==> src/gmce_pkg.sv <==
package gmce_pkg;

  localparam logic [1:0] FUNC_MSR_READ  = 2'd0;
  localparam logic [1:0] FUNC_MSR_WRITE = 2'd1;
  localparam logic [1:0] FUNC_CR0_WRITE = 2'd2;
  localparam logic [1:0] FUNC_XSETBV    = 2'd3;

  localparam logic [1:0] ST_DONE      = 2'd0;
  localparam logic [1:0] ST_UNHANDLED = 2'd1;
  localparam logic [1:0] ST_GP        = 2'd2;
  localparam logic [1:0] ST_ERROR     = 2'd3;

  localparam logic [31:0] MSR_EFER       = 32'hc000_0080;
  localparam logic [31:0] MSR_PAT        = 32'h0000_0277;
  localparam logic [31:0] MSR_FEAT_CTRL  = 32'h0000_003a;
  localparam logic [31:0] MSR_MISC_EN    = 32'h0000_01a0;
  localparam logic [31:0] MSR_OSVW_LEN   = 32'hc001_0140;
  localparam logic [31:0] MSR_NB_CFG     = 32'hc001_001f;
  localparam logic [31:0] MSR_UCODE_REV  = 32'h0000_008b;

  localparam int EFER_LME_BIT  = 8;
  localparam int EFER_LMA_BIT  = 10;
  localparam int EFER_SVME_BIT = 12;
  localparam int CR0_ET_BIT    = 4;
  localparam int CR0_PG_BIT    = 31;

  localparam logic [63:0] PAT_RSVD_MASK   = 64'hF8F8_F8F8_F8F8_F8F8;
  localparam logic [63:0] PAT_RESET       = 64'h0007_0406_0001_0406;
  localparam logic [63:0] EFER_RESET      = 64'h0000_0000_0000_1000;
  localparam logic [63:0] CR0_RESET       = 64'h0000_0000_0001_0030;
  localparam logic [63:0] XCR0_RESET      = 64'h0000_0000_0000_0001;
  localparam logic [63:0] EFER_MASK_RESET = 64'h0000_0000_0000_0901;

  typedef struct packed {
    logic [1:0]  func;
    logic [31:0] msr_index;
    logic [63:0] write_value;
    logic [31:0] xcr_index;
    logic        decode_valid;
    logic [1:0]  current_cpl;
  } access_t;

  typedef struct packed {
    logic [1:0]  status;
    logic [63:0] read_value;
    logic        control_dirty;
  } result_t;

  function automatic logic pat_is_bad(input logic [63:0] v);
    logic bad;
    bad = |(v & PAT_RSVD_MASK);
    for (int k = 0; k < 8; k++) begin
      // Memory types 2 and 3 are reserved encodings.
      if (v[8*k+2 -: 2] == 2'b01) begin
        bad = 1'b1;
      end
    end
    return bad;
  endfunction

endpackage

==> src/guest_msr_and_cr0_emulation_unit.sv <==
// A transaction accepted at the input moves from the input register to the result register.
// Throughput: one transaction per cycle unless out_ready stalls the result register; the path
// is an input register, one level of decode and mask logic on EFER, CR0, PAT and XCR0, and a
// result register. Reset (rst_n, synchronous, active low) empties both stages, loads the guest
// registers with their architectural reset values and the EFER write mask with 0x901.
module guest_msr_and_cr0_emulation_unit (
  input  logic        clk,
  input  logic        rst_n,
  input  logic        cfg_we,
  input  logic [63:0] cfg_wdata,
  input  logic        in_valid,
  output logic        in_ready,
  input  logic [1:0]  in_func,
  input  logic [31:0] in_msr_index,
  input  logic [63:0] in_write_value,
  input  logic [31:0] in_xcr_index,
  input  logic        in_decode_valid,
  input  logic [1:0]  in_current_cpl,
  output logic        out_valid,
  input  logic        out_ready,
  output logic [1:0]  out_status,
  output logic [63:0] out_read_value,
  output logic        out_control_dirty
);

  logic                 s1_valid_r;
  gmce_pkg::access_t    s1_r;
  logic                 out_valid_r;
  gmce_pkg::result_t    out_r;
  gmce_pkg::result_t    res_nxt;

  logic [63:0] efer_mask_r;
  logic [63:0] efer_r, efer_nxt;
  logic [63:0] cr0_r, cr0_nxt;
  logic [63:0] pat_r, pat_nxt;
  logic [63:0] xcr0_r, xcr0_nxt;

  logic s1_move;
  logic [63:0] efer_wr;

  assign s1_move  = s1_valid_r && (!out_valid_r || out_ready);
  assign in_ready = !s1_valid_r || s1_move;

  always_ff @(posedge clk) begin
    if (!rst_n) begin
      s1_valid_r <= 1'b0;
    end else if (in_ready) begin
      s1_valid_r <= in_valid;
    end
  end

  always_ff @(posedge clk) begin
    if (in_valid && in_ready) begin
      s1_r.func         <= in_func;
      s1_r.msr_index    <= in_msr_index;
      s1_r.write_value  <= in_write_value;
      s1_r.xcr_index    <= in_xcr_index;
      s1_r.decode_valid <= in_decode_valid;
      s1_r.current_cpl  <= in_current_cpl;
    end
  end

  always_comb begin
    efer_wr = (s1_r.write_value & efer_mask_r);
    efer_wr[gmce_pkg::EFER_SVME_BIT] = 1'b1;
    efer_wr[gmce_pkg::EFER_LME_BIT]  = efer_wr[gmce_pkg::EFER_LME_BIT] |
                                       efer_r[gmce_pkg::EFER_LME_BIT];
    if (efer_wr[gmce_pkg::EFER_LME_BIT] && cr0_r[gmce_pkg::CR0_PG_BIT]) begin
      efer_wr[gmce_pkg::EFER_LMA_BIT] = 1'b1;
    end
  end

  always_comb begin
    efer_nxt = efer_r;
    cr0_nxt  = cr0_r;
    pat_nxt  = pat_r;
    xcr0_nxt = xcr0_r;
    res_nxt.status        = gmce_pkg::ST_DONE;
    res_nxt.read_value    = '0;
    res_nxt.control_dirty = 1'b0;
    unique case (s1_r.func)
      gmce_pkg::FUNC_MSR_READ: begin
        unique case (s1_r.msr_index)
          gmce_pkg::MSR_UCODE_REV, gmce_pkg::MSR_MISC_EN,
          gmce_pkg::MSR_OSVW_LEN, gmce_pkg::MSR_NB_CFG: begin
            res_nxt.read_value = '0;
          end
          gmce_pkg::MSR_FEAT_CTRL: begin
            res_nxt.read_value = 64'd1;
          end
          gmce_pkg::MSR_PAT: begin
            res_nxt.read_value = pat_r;
          end
          gmce_pkg::MSR_EFER: begin
            res_nxt.read_value = efer_r;
            res_nxt.read_value[gmce_pkg::EFER_SVME_BIT] = 1'b0;
          end
          default: begin
            res_nxt.status = gmce_pkg::ST_UNHANDLED;
          end
        endcase
      end
      gmce_pkg::FUNC_MSR_WRITE: begin
        unique case (s1_r.msr_index)
          gmce_pkg::MSR_PAT: begin
            if (gmce_pkg::pat_is_bad(s1_r.write_value)) begin
              res_nxt.status = gmce_pkg::ST_GP;
            end else begin
              pat_nxt = s1_r.write_value;
            end
          end
          gmce_pkg::MSR_EFER: begin
            efer_nxt = efer_wr;
            res_nxt.control_dirty = 1'b1;
          end
          gmce_pkg::MSR_NB_CFG: begin
            res_nxt.status = gmce_pkg::ST_DONE;
          end
          default: begin
            res_nxt.status = gmce_pkg::ST_UNHANDLED;
          end
        endcase
      end
      gmce_pkg::FUNC_CR0_WRITE: begin
        if (!s1_r.decode_valid) begin
          // LMSW carries no decode information and is not emulated here.
          res_nxt.status = gmce_pkg::ST_ERROR;
        end else begin
          cr0_nxt = s1_r.write_value;
          cr0_nxt[gmce_pkg::CR0_ET_BIT] = 1'b1;
          res_nxt.control_dirty = 1'b1;
          if (efer_r[gmce_pkg::EFER_LME_BIT] &&
              (s1_r.write_value[gmce_pkg::CR0_PG_BIT] != cr0_r[gmce_pkg::CR0_PG_BIT])) begin
            efer_nxt[gmce_pkg::EFER_LMA_BIT] = s1_r.write_value[gmce_pkg::CR0_PG_BIT];
          end
        end
      end
      gmce_pkg::FUNC_XSETBV: begin
        if (s1_r.current_cpl == 2'd0) begin
          if (s1_r.xcr_index == 32'd0) begin
            xcr0_nxt = s1_r.write_value;
          end else begin
            res_nxt.status = gmce_pkg::ST_ERROR;
          end
        end
      end
      default: begin
        res_nxt.status = gmce_pkg::ST_ERROR;
      end
    endcase
  end

  always_ff @(posedge clk) begin
    if (!rst_n) begin
      efer_mask_r <= gmce_pkg::EFER_MASK_RESET;
      efer_r      <= gmce_pkg::EFER_RESET;
      cr0_r       <= gmce_pkg::CR0_RESET;
      pat_r       <= gmce_pkg::PAT_RESET;
      xcr0_r      <= gmce_pkg::XCR0_RESET;
    end else begin
      if (cfg_we) begin
        efer_mask_r <= cfg_wdata;
      end
      if (s1_move) begin
        efer_r <= efer_nxt;
        cr0_r  <= cr0_nxt;
        pat_r  <= pat_nxt;
        xcr0_r <= xcr0_nxt;
      end
    end
  end

  always_ff @(posedge clk) begin
    if (!rst_n) begin
      out_valid_r <= 1'b0;
    end else if (!out_valid_r || out_ready) begin
      out_valid_r <= s1_valid_r;
    end
  end

  always_ff @(posedge clk) begin
    if (s1_move) begin
      out_r <= res_nxt;
    end
  end

  assign out_valid         = out_valid_r;
  assign out_status        = out_r.status;
  assign out_read_value    = out_r.read_value;
  assign out_control_dirty = out_r.control_dirty;

  // SVME is forced on every EFER update and must never drop.
  a_svme_kept: assert property (@(posedge clk) disable iff (!rst_n)
    efer_r[gmce_pkg::EFER_SVME_BIT])
    else $error("EFER.SVME cleared");

  // CR0.ET is forced on every CR0 write.
  a_et_kept: assert property (@(posedge clk) disable iff (!rst_n)
    cr0_r[gmce_pkg::CR0_ET_BIT])
    else $error("CR0.ET cleared");

  // LME is sticky once a guest has set it.
  a_lme_sticky: assert property (@(posedge clk) disable iff (!rst_n)
    efer_r[gmce_pkg::EFER_LME_BIT] |=> efer_r[gmce_pkg::EFER_LME_BIT])
    else $error("EFER.LME cleared");

  // Only a completed access can report a control register update.
  a_dirty_done: assert property (@(posedge clk) disable iff (!rst_n)
    (out_valid_r && out_r.control_dirty) |-> (out_r.status == gmce_pkg::ST_DONE))
    else $error("control_dirty with non-done status");

  // A failed access returns no read data.
  a_fail_zero: assert property (@(posedge clk) disable iff (!rst_n)
    (out_valid_r && (out_r.status != gmce_pkg::ST_DONE)) |-> (out_r.read_value == '0))
    else $error("read data on failed access");

  // A stalled result register holds its transaction.
  a_out_hold: assert property (@(posedge clk) disable iff (!rst_n)
    (out_valid_r && !out_ready) |=> (out_valid_r && $stable(out_r)))
    else $error("result changed while stalled");

endmodule
==> config.mk <==
export PLATFORM = sky130hd
export DESIGN_NAME = guest_msr_and_cr0_emulation_unit
export DESIGN_NICKNAME = d
export VERILOG_FILES = /design/src/gmce_pkg.sv /design/src/guest_msr_and_cr0_emulation_unit.sv
export SDC_FILE = /design/constraint.sdc
export NUM_CORES = 1
export LEC_CHECK = 0
export ABC_AREA = 1
export BUFFER_PORTS_ARGS = -buffer_cell sky130_fd_sc_hd__buf_2
export CORE_UTILIZATION = 40
export CTS_CLUSTER_DIAMETER = 60
export CTS_CLUSTER_SIZE = 20
export DETAILED_ROUTE_END_ITERATION = 7
export GPL_TIMING_DRIVEN = 0
export PLACE_DENSITY_LB_ADDON = 0.3
export SLEW_MARGIN = 20
export SYNTH_ARGS = -nofsm -noshare
export SYNTH_HDL_FRONTEND = slang
export SYNTH_SLANG_ARGS = --single-unit
export TNS_END_PERCENT = 5
==> constraint.sdc <==
create_clock -name clk -period 4.05 [get_ports clk]
set_input_delay 0.81 -clock clk [delete_from_list [all_inputs] [get_ports clk]]
set_output_delay 0.81 -clock clk [all_outputs]
set_load 0.005 [all_outputs]
==> run summary <==
===============================================================================================
Highest-count cells in the layout ignoring fill and taps ......................... sky130_fd_sc_hd__nand2_1, sky130_fd_sc_hd__nor2_1, sky130_fd_sc_hd__buf_2
Clock input transition at the sequential cells of the worst setup and hold paths .      0.09 ns
Starting density of the core .....................................................        40.7%
TritonCTS clock tree .............................................................          yes
Synth cell types .................................................................           28
Final design instance area without fill ..........................................   0.0180 mm²
Layout cells sized above 1 .......................................................        20.4%
Remaining DRCs ...................................................................            0
Final weighted congestion in routability-driven placement ........................        0.838
Pin slew with the least headroom to its limit ....................................     0.983 ns
Number of cell instances on the worst register-to-register path ..................           11
Wire per inst ....................................................................      16.2 µm
Unrepaired setup endpoints after global routing ..................................           no
Leak Pwr .........................................................................      7.38 nW
Synth Cell Area ..................................................................   0.0149 mm²
Most frequent standard cell in the layout excluding fill and tap cells ........... sky130_fd_sc_hd__nand2_1
Non-filler cells in the finished layout ..........................................        2,379
Worst clock skew .................................................................    0.0228 ns
Count of buffers from port buffering .............................................          267
Total of hold buffers inserted after clock tree synthesis ........................            0
Worst-case register-to-register setup slack ......................................      1.74 ns
Headroom to the max-slew limit ...................................................        34.4%
Status ...........................................................................    completed
FP Rows ..........................................................................           70
Portion of the clock cycle consumed by the worst path in the final layout ........        57.2%
Critical Setup Path Class ........................................................ register to register
Final sum of negative setup slack ................................................         0 ns
Maximum count of clock buffers along a single path ...............................            3
Layout Area Growth over Synthesis ................................................        20.5%
Num CTS Buffers ..................................................................           30
Total global-route track usage ...................................................        20.2%
Height of the die ................................................................       195 µm
Post-CTS repair timing setup buffer count ........................................            0
Ys Warns .........................................................................            0
Peak VDD IR ......................................................................     0.349 mV
Critical path arrival ............................................................      2.75 ns
Number of pins exceeding their max-slew limit in the final report ................            0
CTS-repair resized insts .........................................................            0
Total number of clock tree sinks .................................................          393
Iteration-0 DRC Markers ..........................................................          688
Number of cells in the design after placement ....................................        2,321
Antenna violations before repair .................................................            4
Post-layout net count ............................................................        2,092
Post-synth net total .............................................................        1,788
Detailed-route wire length .......................................................      38.6 mm
Post-layout min period ...........................................................      2.31 ns
Total setup violations reported at the end of the flow ...........................            0
Startpoint Class .................................................................     register
GRT overflow .....................................................................            0
Critical path fanouts, max .......................................................           10
Hold WC Path Type ................................................................ input pin to register
DP Area ..........................................................................   0.0169 mm²
Die area .........................................................................   0.0380 mm²
FMAX .............................................................................    0.432 GHz
Antenna violation net count after detailed routing ...............................            0
WHS Path Cells ...................................................................            1
Maximum capacitance violations ...................................................            0
HPWL after DPL ...................................................................      28.2 mm
Mean Syn Cell Area ...............................................................     9.42 µm²
Final number of hold-violating endpoints .........................................            0
Pin count of the biggest net entering global routing .............................           41
Clock latency of the later-clocked register in the worst-skew pair ...............      0.59 ns
Wire length of the first global-routing pass .....................................      59.4 mm
Pre-antenna DRT Iters ............................................................            5
Die X-Extent .....................................................................       195 µm
Crit path capture type ...........................................................     register
Number of levels in the clock H-tree .............................................            1
Vias .............................................................................       11,300
Layout filler cell count .........................................................        3,465
Via count of the first global-routing pass .......................................       10,900
Crit path required time ..........................................................      4.48 ns
Worst setup slack after placement ................................................      1.33 ns
I/O pin total ....................................................................          271
Register bit count reported by yosys .............................................          393
Core area ........................................................................   0.0366 mm²
Worst Setup Slack, final .........................................................      1.74 ns
Total chip power .................................................................      7.93 mW
Clock Root Buffer ................................................................ sky130_fd_sc_hd__clkbuf_16
Via/cell ratio ...................................................................         4.74
Power Dens Cells .................................................................   441 mW/mm²
Cells after synthesis ............................................................        1,581
Register area share after synthesis ..............................................        66.2%
===============================================================================================
-- through the flow --
step / hold slack (ns) / utilization, %
floorplan: 0.429 / -
global placement: 0.442 / 46.0
detailed placement: 0.443 / 46.2
CTS: 0.361 / 49.0
global route: 0.368 / 49.0
finish: 0.394 / 49.0
-- state kept, by name, indices dropped and copies added, names as in the netlist --
name / count
s1_r: 133
out_read_value: 64
pat_r: 64
efer_mask_r: 63
efer_r: 63
out_status: 2
cr0_r: 1
out_control_dirty: 1
out_valid: 1
s1_valid_r: 1
-- routing by layer --
| metal | routed length [µm] | vias up | global-route usage, % |
|---|---|---|---|
| li1 | - | 5683 | - |
| met1 | 17000 | 5194 | 27.0 |
| met2 | 18000 | 346 | 33.3 |
| met3 | 2820 | 50 | 4.18 |
| met4 | 739 | 2 | 5.48 |
| met5 | 13 | - | 0 |
-- logic make-up (layout without fill, tap and decap cells) --
group,after synthesis,in the layout,synth area share [%]
fa+ha+maj,5,5,0.420
flops,393,393,66.2
other cells,0,2,0
buf+inv,153,481,4.58
simple gates,891,891,24.1
compound gates,139,139,4.70
-- path summary, 6_finish.rpt --
check | startpoint | to
max | s1_r[48] | pat_r[50]
min | in_write_value[36] | s1_r[71]
max reg2reg | s1_r[48] | pat_r[50]
min reg2reg | efer_mask_r[8] | efer_mask_r[8]
-- power breakdown --
| part | internal [mW] | switching, mW |
|---|---|---|
| Clock | 1.57 | 1.52 |
| Sequential | 4.34 | 0.0818 |
| Combinational | 0.166 | 0.246 |
| Total | 6.08 | 1.85 |
-- synthesized netlist by cell type, drive strengths merged --
library cell / instances / area (µm²)
clkbuf: 35 / 131
nand3: 21 / 105
or2: 1 / 6.26
o21ai: 66 / 330
a21oi: 70 / 350
edfxtp: 200 / 6010
buf: 38 / 249
and2: 2 / 12.5
nand2: 456 / 1740
o22ai: 2 / 12.5
a21boi: 1 / 7.51
and3: 40 / 250
nand4: 6 / 37.5
nand3b: 2 / 15.0
inv: 79 / 297
nor3: 1 / 5.00
clkinv: 1 / 5.00
nor2: 362 / 1410
ha: 5 / 62.6
dfxtp: 193 / 3860
-- area by class of cell --
cell class	instances	area (µm²)	area share, %
Multi-Input combinational cell	1035	4350	24.2
Timing Repair Buffer	272	1440	8.00
Sequential cell	393	9870	55.0
Tap cell	468	586	3.26
Buffer	73	380	2.12
Clock inverter	19	205	1.14
Inverter	80	308	1.71
Clock buffer	37	820	4.56
Antenna cell	2	5.00	0.0279
-- worst max-delay path, stage by stage, from the launching register on --
cell and delay [ns]:
sky130_fd_sc_hd__edfxtp_1 0.44, sky130_fd_sc_hd__nor2_1 0.10, sky130_fd_sc_hd__and2_1 0.15, sky130_fd_sc_hd__nand2_1 0.10
sky130_fd_sc_hd__nor2_1 0.31, sky130_fd_sc_hd__nand2_1 0.14, sky130_fd_sc_hd__nor2_2 0.20, sky130_fd_sc_hd__nand2_2 0.21
sky130_fd_sc_hd__buf_6 0.22, sky130_fd_sc_hd__buf_6 0.16, sky130_fd_sc_hd__nand2_1 0.07, sky130_fd_sc_hd__nand3_1 0.07
(Power assumes the default switching activity.)
